--- src/design/msss_pkg.sv ---
package msss_pkg;

   // Display geometry and flash timing
   localparam int NUM_DIGITS     = 3;
   localparam int FLASH_PERIOD   = 200;
   localparam int FLASH_ON_START = 100;

   // Field widths
   localparam int IDX_W   = 2;
   localparam int CODE_W  = 4;
   localparam int EN_W    = 3;
   localparam int SEG_W   = 8;
   localparam int TIMER_W = 8;
   localparam int KIND_W  = 2;
   localparam int CNT_W   = $clog2(SEG_W + 1);

   // Request commands
   localparam logic CMD_TICK  = 1'b0;
   localparam logic CMD_WRITE = 1'b1;

   // Response kinds
   localparam logic [KIND_W-1:0] KIND_SERIAL = 2'd0;
   localparam logic [KIND_W-1:0] KIND_LATCH  = 2'd1;
   localparam logic [KIND_W-1:0] KIND_BLANK  = 2'd2;

   localparam logic [EN_W-1:0]  ALL_OFF   = '1;
   localparam logic [SEG_W-1:0] SEG_BLANK = 8'hff;

   // Queue between front and back
   localparam int QUEUE_DEPTH = 2;
   localparam int QPTR_W      = $clog2(QUEUE_DEPTH);
   localparam int QCNT_W      = $clog2(QUEUE_DEPTH + 1);

   // One display job handed from front to back
   typedef struct packed {
      logic             blank;
      logic [SEG_W-1:0] seg;
      logic [EN_W-1:0]  en_n;
   } job_type;

   // Active-low segment pattern, bit 7 is the decimal point
   function automatic logic [SEG_W-1:0] seg_decode(input logic [CODE_W-1:0] code);
      logic [SEG_W-1:0] seg;
      case (code)
         4'd0:    seg = 8'hc0;
         4'd1:    seg = 8'hf9;
         4'd2:    seg = 8'ha4;
         4'd3:    seg = 8'hb0;
         4'd4:    seg = 8'h99;
         4'd5:    seg = 8'h92;
         4'd6:    seg = 8'h82;
         4'd7:    seg = 8'hf8;
         4'd8:    seg = 8'h80;
         4'd9:    seg = 8'h90;
         4'd10:   seg = 8'h8e;
         4'd11:   seg = 8'h88;
         default: seg = SEG_BLANK;
      endcase
      return seg;
   endfunction

   // Active-low enable that lights only the given digit
   function automatic logic [EN_W-1:0] digit_select(input logic [IDX_W-1:0] idx);
      return ALL_OFF & ~(EN_W'(1) << idx);
   endfunction

endpackage

--- src/design/multiplexed_seven_segment_scanner_unit.sv ---
// Path: a tick's job is held in the queue, then in the back-end registers, before
//   its first response appears. Throughput: a scanning tick yields 9 responses,
//   one per cycle while rsp_ready is high, so the back-end serializer sets the rate;
//   a blank tick yields one; digit writes and quiet ticks stay in the front end.
// Reset: synchronous, active high; clears digits, scan index, flash timer,
//   flash enable and the job queue.
module multiplexed_seven_segment_scanner_unit (
   input  logic                          clock,
   input  logic                          reset,
   // request channel
   input  logic                          req_valid,
   output logic                          req_ready,
   input  logic                          req_cmd,
   input  logic [msss_pkg::IDX_W-1:0]    req_digit_index,
   input  logic [msss_pkg::CODE_W-1:0]   req_digit_code,
   // response channel
   output logic                          rsp_valid,
   input  logic                          rsp_ready,
   output logic [msss_pkg::KIND_W-1:0]   rsp_kind,
   output logic                          rsp_serial_bit,
   output logic [msss_pkg::EN_W-1:0]     rsp_digit_enable_n,
   output logic                          rsp_last,
   // configuration write
   input  logic                          csr_valid,
   output logic                          csr_ready,
   input  logic                          csr_flash_enable
);

   // Front end -> queue: classified display jobs (scan a digit or blank all)
   logic              push_valid;
   logic              push_ready;
   msss_pkg::job_type push_job;

   // Queue -> back end
   logic              pop_valid;
   logic              pop_ready;
   msss_pkg::job_type pop_job;

   // Front: take requests, update digit store, scan index and flash timer,
   // and decode the selected digit into a job.
   msss_front u_front (
      .clock            (clock),
      .reset            (reset),
      .req_valid        (req_valid),
      .req_ready        (req_ready),
      .req_cmd          (req_cmd),
      .req_digit_index  (req_digit_index),
      .req_digit_code   (req_digit_code),
      .csr_valid        (csr_valid),
      .csr_ready        (csr_ready),
      .csr_flash_enable (csr_flash_enable),
      .push_valid       (push_valid),
      .push_ready       (push_ready),
      .push_job         (push_job)
   );

   // Queue: hold jobs so the front takes requests while the back drains, until full.
   msss_queue u_queue (
      .clock      (clock),
      .reset      (reset),
      .push_valid (push_valid),
      .push_ready (push_ready),
      .push_job   (push_job),
      .pop_valid  (pop_valid),
      .pop_ready  (pop_ready),
      .pop_job    (pop_job)
   );

   // Back: shift the segment byte out MSB first, then latch the selected digit;
   // a blank job gives one blank-all response.
   msss_back u_back (
      .clock              (clock),
      .reset              (reset),
      .pop_valid          (pop_valid),
      .pop_ready          (pop_ready),
      .pop_job            (pop_job),
      .rsp_valid          (rsp_valid),
      .rsp_ready          (rsp_ready),
      .rsp_kind           (rsp_kind),
      .rsp_serial_bit     (rsp_serial_bit),
      .rsp_digit_enable_n (rsp_digit_enable_n),
      .rsp_last           (rsp_last)
   );

endmodule

--- src/design/msss_front.sv ---
module msss_front (
   input  logic                            clock,
   input  logic                            reset,
   input  logic                            req_valid,
   output logic                            req_ready,
   input  logic                            req_cmd,
   input  logic [msss_pkg::IDX_W-1:0]      req_digit_index,
   input  logic [msss_pkg::CODE_W-1:0]     req_digit_code,
   input  logic                            csr_valid,
   output logic                            csr_ready,
   input  logic                            csr_flash_enable,
   output logic                            push_valid,
   input  logic                            push_ready,
   output msss_pkg::job_type               push_job
);

   logic                              flash_enable_ff, flash_enable_in;
   logic [msss_pkg::IDX_W-1:0]        scan_index_ff, scan_index_in;
   logic [msss_pkg::TIMER_W-1:0]      flash_timer_ff, flash_timer_in;
   logic [msss_pkg::CODE_W-1:0]       digit_store_ff [msss_pkg::NUM_DIGITS];
   logic [msss_pkg::CODE_W-1:0]       digit_store_in [msss_pkg::NUM_DIGITS];

   logic                              accept;
   logic [msss_pkg::IDX_W-1:0]        next_index;
   logic [msss_pkg::TIMER_W-1:0]      timer_inc;
   logic                              do_scan;
   logic                              do_blank;

   assign req_ready = push_ready;
   assign csr_ready = 1'b1;
   assign accept    = req_valid && req_ready;

   always_comb begin
      flash_enable_in = (csr_valid && csr_ready) ? csr_flash_enable : flash_enable_ff;
      scan_index_in   = scan_index_ff;
      flash_timer_in  = flash_timer_ff;
      digit_store_in  = digit_store_ff;
      do_scan         = 1'b0;
      do_blank        = 1'b0;
      next_index      = (scan_index_ff == msss_pkg::IDX_W'(msss_pkg::NUM_DIGITS - 1))
                        ? '0 : scan_index_ff + 1'b1;
      timer_inc       = flash_timer_ff + 1'b1;

      if (accept) begin
         if (req_cmd == msss_pkg::CMD_WRITE) begin
            // drop writes to digits that do not exist
            if (req_digit_index < msss_pkg::IDX_W'(msss_pkg::NUM_DIGITS)) begin
               digit_store_in[req_digit_index] = req_digit_code;
            end
         end else if (flash_enable_ff) begin
            flash_timer_in = timer_inc;
            if (timer_inc >= msss_pkg::TIMER_W'(msss_pkg::FLASH_PERIOD)) begin
               flash_timer_in = '0;
               do_blank       = 1'b1;
            end else if (timer_inc >= msss_pkg::TIMER_W'(msss_pkg::FLASH_ON_START)) begin
               do_scan = 1'b1;
            end
         end else begin
            do_scan = 1'b1;
         end
      end

      if (do_scan) begin
         scan_index_in = next_index;
      end

      push_valid     = do_scan || do_blank;
      push_job.blank = do_blank;
      push_job.seg   = msss_pkg::seg_decode(digit_store_ff[next_index]);
      push_job.en_n  = do_blank ? msss_pkg::ALL_OFF : msss_pkg::digit_select(next_index);
   end

   always_ff @(posedge clock) begin
      if (reset) begin
         flash_enable_ff <= 1'b0;
         scan_index_ff   <= '0;
         flash_timer_ff  <= '0;
         for (int i = 0; i < msss_pkg::NUM_DIGITS; i++) begin
            digit_store_ff[i] <= '0;
         end
      end else begin
         flash_enable_ff <= flash_enable_in;
         scan_index_ff   <= scan_index_in;
         flash_timer_ff  <= flash_timer_in;
         digit_store_ff  <= digit_store_in;
      end
   end

   a_index_range: assert property (@(posedge clock) disable iff (reset)
      scan_index_ff < msss_pkg::IDX_W'(msss_pkg::NUM_DIGITS))
      else $error("scan index out of range");

   a_timer_range: assert property (@(posedge clock) disable iff (reset)
      flash_timer_ff < msss_pkg::TIMER_W'(msss_pkg::FLASH_PERIOD))
      else $error("flash timer beyond period");

   a_timer_hold: assert property (@(posedge clock) disable iff (reset)
      !flash_enable_ff |=> $stable(flash_timer_ff))
      else $error("flash timer moved while flashing is off");

endmodule

--- src/design/msss_queue.sv ---
module msss_queue (
   input  logic              clock,
   input  logic              reset,
   input  logic              push_valid,
   output logic              push_ready,
   input  msss_pkg::job_type push_job,
   output logic              pop_valid,
   input  logic              pop_ready,
   output msss_pkg::job_type pop_job
);

   msss_pkg::job_type               entry_ff [msss_pkg::QUEUE_DEPTH];
   logic [msss_pkg::QPTR_W-1:0]     wr_ptr_ff, wr_ptr_in;
   logic [msss_pkg::QPTR_W-1:0]     rd_ptr_ff, rd_ptr_in;
   logic [msss_pkg::QCNT_W-1:0]     count_ff, count_in;
   logic                            push;
   logic                            pop;

   assign push_ready = (count_ff != msss_pkg::QCNT_W'(msss_pkg::QUEUE_DEPTH));
   assign pop_valid  = (count_ff != '0);
   assign push       = push_valid && push_ready;
   assign pop        = pop_valid && pop_ready;
   assign pop_job    = entry_ff[rd_ptr_ff];

   always_comb begin
      wr_ptr_in = push ? wr_ptr_ff + 1'b1 : wr_ptr_ff;
      rd_ptr_in = pop ? rd_ptr_ff + 1'b1 : rd_ptr_ff;
      count_in  = count_ff;
      if (push && !pop) begin
         count_in = count_ff + 1'b1;
      end else if (pop && !push) begin
         count_in = count_ff - 1'b1;
      end
   end

   always_ff @(posedge clock) begin
      if (reset) begin
         wr_ptr_ff <= '0;
         rd_ptr_ff <= '0;
         count_ff  <= '0;
      end else begin
         wr_ptr_ff <= wr_ptr_in;
         rd_ptr_ff <= rd_ptr_in;
         count_ff  <= count_in;
      end
   end

   always_ff @(posedge clock) begin
      if (push) begin
         entry_ff[wr_ptr_ff] <= push_job;
      end
   end

   a_count_range: assert property (@(posedge clock) disable iff (reset)
      count_ff <= msss_pkg::QCNT_W'(msss_pkg::QUEUE_DEPTH))
      else $error("queue count overflow");

   a_ptr_gap: assert property (@(posedge clock) disable iff (reset)
      (count_ff == '0 || count_ff == msss_pkg::QCNT_W'(msss_pkg::QUEUE_DEPTH))
      |-> (wr_ptr_ff == rd_ptr_ff))
      else $error("queue pointers disagree with count");

endmodule

--- src/design/msss_back.sv ---
module msss_back (
   input  logic                          clock,
   input  logic                          reset,
   input  logic                          pop_valid,
   output logic                          pop_ready,
   input  msss_pkg::job_type             pop_job,
   output logic                          rsp_valid,
   input  logic                          rsp_ready,
   output logic [msss_pkg::KIND_W-1:0]   rsp_kind,
   output logic                          rsp_serial_bit,
   output logic [msss_pkg::EN_W-1:0]     rsp_digit_enable_n,
   output logic                          rsp_last
);

   logic                          busy_ff, busy_in;
   logic                          blank_ff, blank_in;
   logic [msss_pkg::SEG_W-1:0]    seg_ff, seg_in;
   logic [msss_pkg::EN_W-1:0]     en_n_ff, en_n_in;
   logic [msss_pkg::CNT_W-1:0]    cnt_ff, cnt_in;
   logic                          done;
   logic                          pop;

   always_comb begin
      rsp_valid = busy_ff;
      if (blank_ff) begin
         rsp_kind           = msss_pkg::KIND_BLANK;
         rsp_serial_bit     = 1'b0;
         rsp_digit_enable_n = msss_pkg::ALL_OFF;
         rsp_last           = 1'b1;
      end else if (cnt_ff < msss_pkg::CNT_W'(msss_pkg::SEG_W)) begin
         rsp_kind           = msss_pkg::KIND_SERIAL;
         rsp_serial_bit     = seg_ff[msss_pkg::SEG_W-1];
         rsp_digit_enable_n = msss_pkg::ALL_OFF;
         rsp_last           = 1'b0;
      end else begin
         rsp_kind           = msss_pkg::KIND_LATCH;
         rsp_serial_bit     = 1'b0;
         rsp_digit_enable_n = en_n_ff;
         rsp_last           = 1'b1;
      end
   end

   assign done      = busy_ff && rsp_ready && rsp_last;
   assign pop_ready = !busy_ff || done;
   assign pop       = pop_valid && pop_ready;

   always_comb begin
      busy_in  = busy_ff;
      blank_in = blank_ff;
      seg_in   = seg_ff;
      en_n_in  = en_n_ff;
      cnt_in   = cnt_ff;
      if (pop) begin
         busy_in  = 1'b1;
         blank_in = pop_job.blank;
         seg_in   = pop_job.seg;
         en_n_in  = pop_job.en_n;
         cnt_in   = '0;
      end else if (done) begin
         busy_in = 1'b0;
      end else if (busy_ff && rsp_ready) begin
         // advance to the next segment bit
         seg_in = {seg_ff[msss_pkg::SEG_W-2:0], 1'b0};
         cnt_in = cnt_ff + 1'b1;
      end
   end

   always_ff @(posedge clock) begin
      if (reset) begin
         busy_ff <= 1'b0;
      end else begin
         busy_ff <= busy_in;
      end
   end

   always_ff @(posedge clock) begin
      blank_ff <= blank_in;
      seg_ff   <= seg_in;
      en_n_ff  <= en_n_in;
      cnt_ff   <= cnt_in;
   end

   a_cnt_range: assert property (@(posedge clock) disable iff (reset)
      busy_ff |-> cnt_ff <= msss_pkg::CNT_W'(msss_pkg::SEG_W))
      else $error("bit counter past latch step");

   a_latch_one_digit: assert property (@(posedge clock) disable iff (reset)
      (rsp_valid && rsp_kind == msss_pkg::KIND_LATCH)
      |-> ($countones(~rsp_digit_enable_n) == 1))
      else $error("latch does not select exactly one digit");

   a_bit_then_next: assert property (@(posedge clock) disable iff (reset)
      (rsp_valid && rsp_ready && !rsp_last) |=> rsp_valid)
      else $error("response stream broken mid digit");

endmodule
--- config.mk ---
export PLATFORM = sky130hd
export DESIGN_NAME = multiplexed_seven_segment_scanner_unit
export DESIGN_NICKNAME = d
export VERILOG_FILES = /design/src/design/msss_pkg.sv /design/src/design/multiplexed_seven_segment_scanner_unit.sv /design/src/design/msss_front.sv /design/src/design/msss_queue.sv /design/src/design/msss_back.sv
export SDC_FILE = /design/constraint.sdc
export NUM_CORES = 1
export LEC_CHECK = 0
export BUFFER_PORTS_ARGS = -buffer_cell sky130_fd_sc_hd__buf_2
export CORE_UTILIZATION = 45
export CTS_BUF_LIST = sky130_fd_sc_hd__clkbuf_16
export DETAILED_ROUTE_END_ITERATION = 8
export PLACE_DENSITY = 0.66
export SKIP_CTS_REPAIR_TIMING = 1
export SLEW_MARGIN = 10
export SYNTH_ARGS = -nofsm -noshare
export SYNTH_HDL_FRONTEND = slang
export SYNTH_HIERARCHICAL = 1
export SYNTH_SLANG_ARGS = --single-unit
--- constraint.sdc ---
create_clock -name clock -period 3.6 [get_ports clock]
set_input_delay 0.72 -clock clock [delete_from_list [all_inputs] [get_ports clock]]
set_output_delay 0.72 -clock clock [all_outputs]
set_load 0.005 [all_outputs]
==> results.md <==
* Run status: complete, no violations
* Element type at the critical path start: register
* Most used DFF post-synth: edfxtp_1
* Setup repair after global routing missed its margin: no
* Final critical path time including I/O delays and setup at 2.87 ns
* I/O pin cnt at 23
* Number of DRC markers in iteration 0 at 106
* Overall die width at 88.5 um
* Cts bufs inserted at 9
* Warnings from Yosys at 6
* Dominant delay contributor by cell family on the critical path: simple AND/OR/NAND/NOR gates
* Die Ht at around 90 um
* Number of synthesized flops with an enable pin at 36
* Final Cycle Share at 79.7%
* Clk sinks at 69
* Sequential cell area in the final layout at between 1500 and 2000 um^2
* Origin of the critical flop-to-flop path: u_front/flash_timer_ff[0]$_SDFFE_PP0P_
* Clock root buffer: clkbuf_16
* Post-layout net count at roughly 340
* Wire length of the first global-routing pass at roughly 9500 um
* Buffers added on ports at 21
* Total of flip-flops plus latches after synthesis at 69
* Vias per cell at 5.22
* Kind of end point of the critical path: register
* Critical path's largest stage delay at 0.43 ns
* Leftover overflow at the end of global routing at 0
* Overall power at 2.49 mW
* Pin count of the biggest net entering global routing at 33
* Number of distinct library cell variants in the gate-level netlist after synthesis at 60
* Global placement routability congestion at 0.836
* Standby leakage power at 1.49 nW
* Worst Hold End: u_front/digit_store_ff[10]$_SDFFE_PP0P_
* Hold Crit Start: u_front/digit_store_ff[10]$_SDFFE_PP0P_
* Via count of the first global-routing pass at 2,024
* Length in cells of the worst reg-to-reg path at 10
* Synthesized cell area at 3370 um^2
* Relative slew margins at 53.3%
* DP HPWL at 3860 um
* Detail-routed net length per standard cell at 13.3 um
* Number of antenna violations at the first check in global routing at 0
* Final hold violation count at 0
* Summed area of non-filler cells in the final layout at 3810 um^2
* Number of H-tree branching levels at 3
* Max-slew violation count at 0
* Kind of path behind the tightest hold check: reg -> reg
* CTS tree: yes
* Required @ worst endpoint at 3.85 ns
* Worst Max-Slew Pin Slew at just under 0.7 ns
* Vias at 2,207
* Number of iterations in the first detailed-routing pass at 4
* Post-Route Skew at 0.00546 ns
* Starting density of the core at 46.4%
* Cell Pwr Density at between 600 and 700 nW/um^2
* Core area at ~7300 um^2
* # Max-Cap Violations at 0
* Maximum ir drop on the vdd rail at approximately 0.34 mV
* Worst r2r dst: u_queue/count_ff[1]$_SDFFE_PP0P_
* Area of the multi-input gates at ~1500 um^2
* Fill cell total of the finished layout at approximately 670
* Share of cells above drive strength 1 at 21.3%
* Number of placement rows at 31
* Critical-path cell list: ha_1 -> or4_1 -> o311a_1 -> a221oi_1 -> o21ai_1 -> and2_2 -> and2_1 -> ha_1 -> or3_1 -> a21oi_1
* Commonest non-fill, non-tap cells in the layout: 36 x nor2_1, 36 x edfxtp_1, 33 x dfxtp_1, 22 x nand2_1
* Post-synthesis sequential area ratio at around half
* Drt drc at 0
* Total global routing track utilization at 16.1%
* Crit-path slowest cell: or4_1
* Syn Inst Count at 304
* Latest clock arrival within the worst-skew pair at 0.32 ns
* Final wirelength at 5630 um
* Combined buffer and inverter count along the critical path at 0
* Endpoint arrival time on the critical path at 3.12 ns
* Post-Place Setup Slack at 0.758 ns
* Share of flip-flops with an asynchronous set or reset after synthesis at 0%
* Layout overhead on the synthesized area at 13.2%
* Setup TNS at 0 ns
* Number of failing setup endpoints in the final timing report at 0
* Post-layout worst setup margin at 0.731 ns
* Clock tree buffer depth at 2
* Post-route antenna net violation count at 0
* Most frequent cell on the critical path: ha_1
* Hold Path Cell Cnt at 2
* Total Die Area at 7830 um^2
* Type of the setup path with the least slack: reg -> reg
* R2R Setup Slk at 0.73 ns
* Avg Cell Area, Syn at around 11 um^2
* Max Fanout on Critical Path at 7
* Fmax at 0.349 GHz
* Antenna cells at 0
* Clock transition at the registers of the reported paths at about 0.060 ns
* Cell area after placement at 3480 um^2
where the power goes:
part / leakage, nW / switching, mW / total [mW] / internal [mW]
Clock: 0.161 / 0.314 / 0.930 / 0.616
Combinational: 0.731 / 0.222 / 0.474 / 0.253
Sequential: 0.597 / 0.0868 / 1.08 / 0.996
layout make-up:
| cell class | instances | share of cell area (%) |
|---|---|---|
| Clock buffer | 11 | 7.22 |
| Clock inverter | 5 | 1.38 |
| Inverter | 6 | 0.591 |
| Multi-Input combinational cell | 211 | 38.9 |
| Sequential cell | 69 | 45.7 |
| Tap cell | 99 | 3.25 |
| Timing Repair Buffer | 22 | 2.96 |
kinds of logic after synthesis:
family                     count (synthesis)  share of synthesized area, %
and+or+nand+nor                          104                          15.5
muxes                                     41                          13.5
AOI/OAI and AO/OA                         48                          9.55
xor gates and xnor gates                   6                          1.56
buffers and inverters                     25                          4.35
adders and majority gates                 10                          3.72
other                                      1                         0.111
DFF                                       69                          51.7
metal layers:
| metal | global-route usage (%) | wire, um |
|---|---|---|
| met5 | 0 | 0 |
| met4 | 6.89 | 113 |
| met3 | 4.48 | 191 |
| met2 | 26.2 | 2650 |
| met1 | 20.0 | 2670 |
sequential cells by signal, summed over array words and instances, names as in the netlist, named ones only:
| register | count |
|---|---|
| u_back/blank_ff | 1 |
| u_back/cnt_ff | 4 |
| u_back/en_n_ff | 3 |
| u_back/rsp_valid | 1 |
| u_back/seg_ff | 8 |
| u_front/digit_store_ff | 12 |
| u_front/flash_enable_ff | 1 |
| u_front/flash_timer_ff | 8 |
| u_front/scan_index_ff | 2 |
| u_queue/count_ff | 2 |
| u_queue/entry_ff | 24 |
| u_queue/rd_ptr_ff | 1 |
| u_queue/wr_ptr_ff | 1 |
cells in the mapped netlist, drive strengths merged (2+ instances only):
cell	count	area share, %
nand2b	6	1.1
mux2i	21	6.2
nor2	37	4.2
or2	4	0.74
nor3	3	0.45
and2	3	0.59
nor2b	3	0.56
xor2	4	1.0
o31ai	2	0.45
nand3	6	0.89
ha	10	3.7
inv	6	0.67
a21oi	14	2.2
and3	3	0.74
o22ai	2	0.37
or3	4	0.74
buf	10	2.4
dfxtp	33	20
nand2	23	2.6
o21a	2	0.45
clkbuf	9	1.3
nor3b	2	0.45
a22oi	3	0.67
edfxtp	36	32
nand3b	5	1.1
xnor2	2	0.52
o21ai	13	2.0
mux2	20	7.2
worst min-delay path: stages, from the launching register on:
cell	delay, ns
dfxtp_1	0.33
mux2i_1	0.07
nor2_1	0.07
how the worst max path moves through the flow:
stage / depth (start not counted) / end / startpoint / slack, ns
floorplan: 10 / u_queue/count_ff[1]$_SDFFE_PP0P_ / u_front/flash_timer_ff[0]$_SDFFE_PP0P_ / 0.93
detailed placement: 10 / u_queue/count_ff[1]$_SDFFE_PP0P_ / u_front/flash_timer_ff[0]$_SDFFE_PP0P_ / 0.76
global placement: 10 / u_queue/count_ff[1]$_SDFFE_PP0P_ / u_front/flash_timer_ff[0]$_SDFFE_PP0P_ / 0.81
global route: 10 / u_queue/count_ff[1]$_SDFFE_PP0P_ / u_front/flash_timer_ff[0]$_SDFFE_PP0P_ / 0.55
finish: 10 / u_queue/count_ff[1]$_SDFFE_PP0P_ / u_front/flash_timer_ff[0]$_SDFFE_PP0P_ / 0.73
CTS: 10 / u_queue/count_ff[1]$_SDFFE_PP0P_ / u_front/flash_timer_ff[0]$_SDFFE_PP0P_ / 0.75
metrics by stage:
stage / hold WS (ns) / instances / utilization, %
2_1_floorplan: 0.460 / 305 / -
3_3_place_gp: 0.472 / 407 / 48.0
3_5_place_dp: 0.488 / 407 / 48.0
4_1_cts: 0.502 / 423 / 52.5
5_1_grt: 0.527 / 423 / 52.5
6_report: 0.496 / 423 / 52.5
Power figures use the tool's default switching activity.
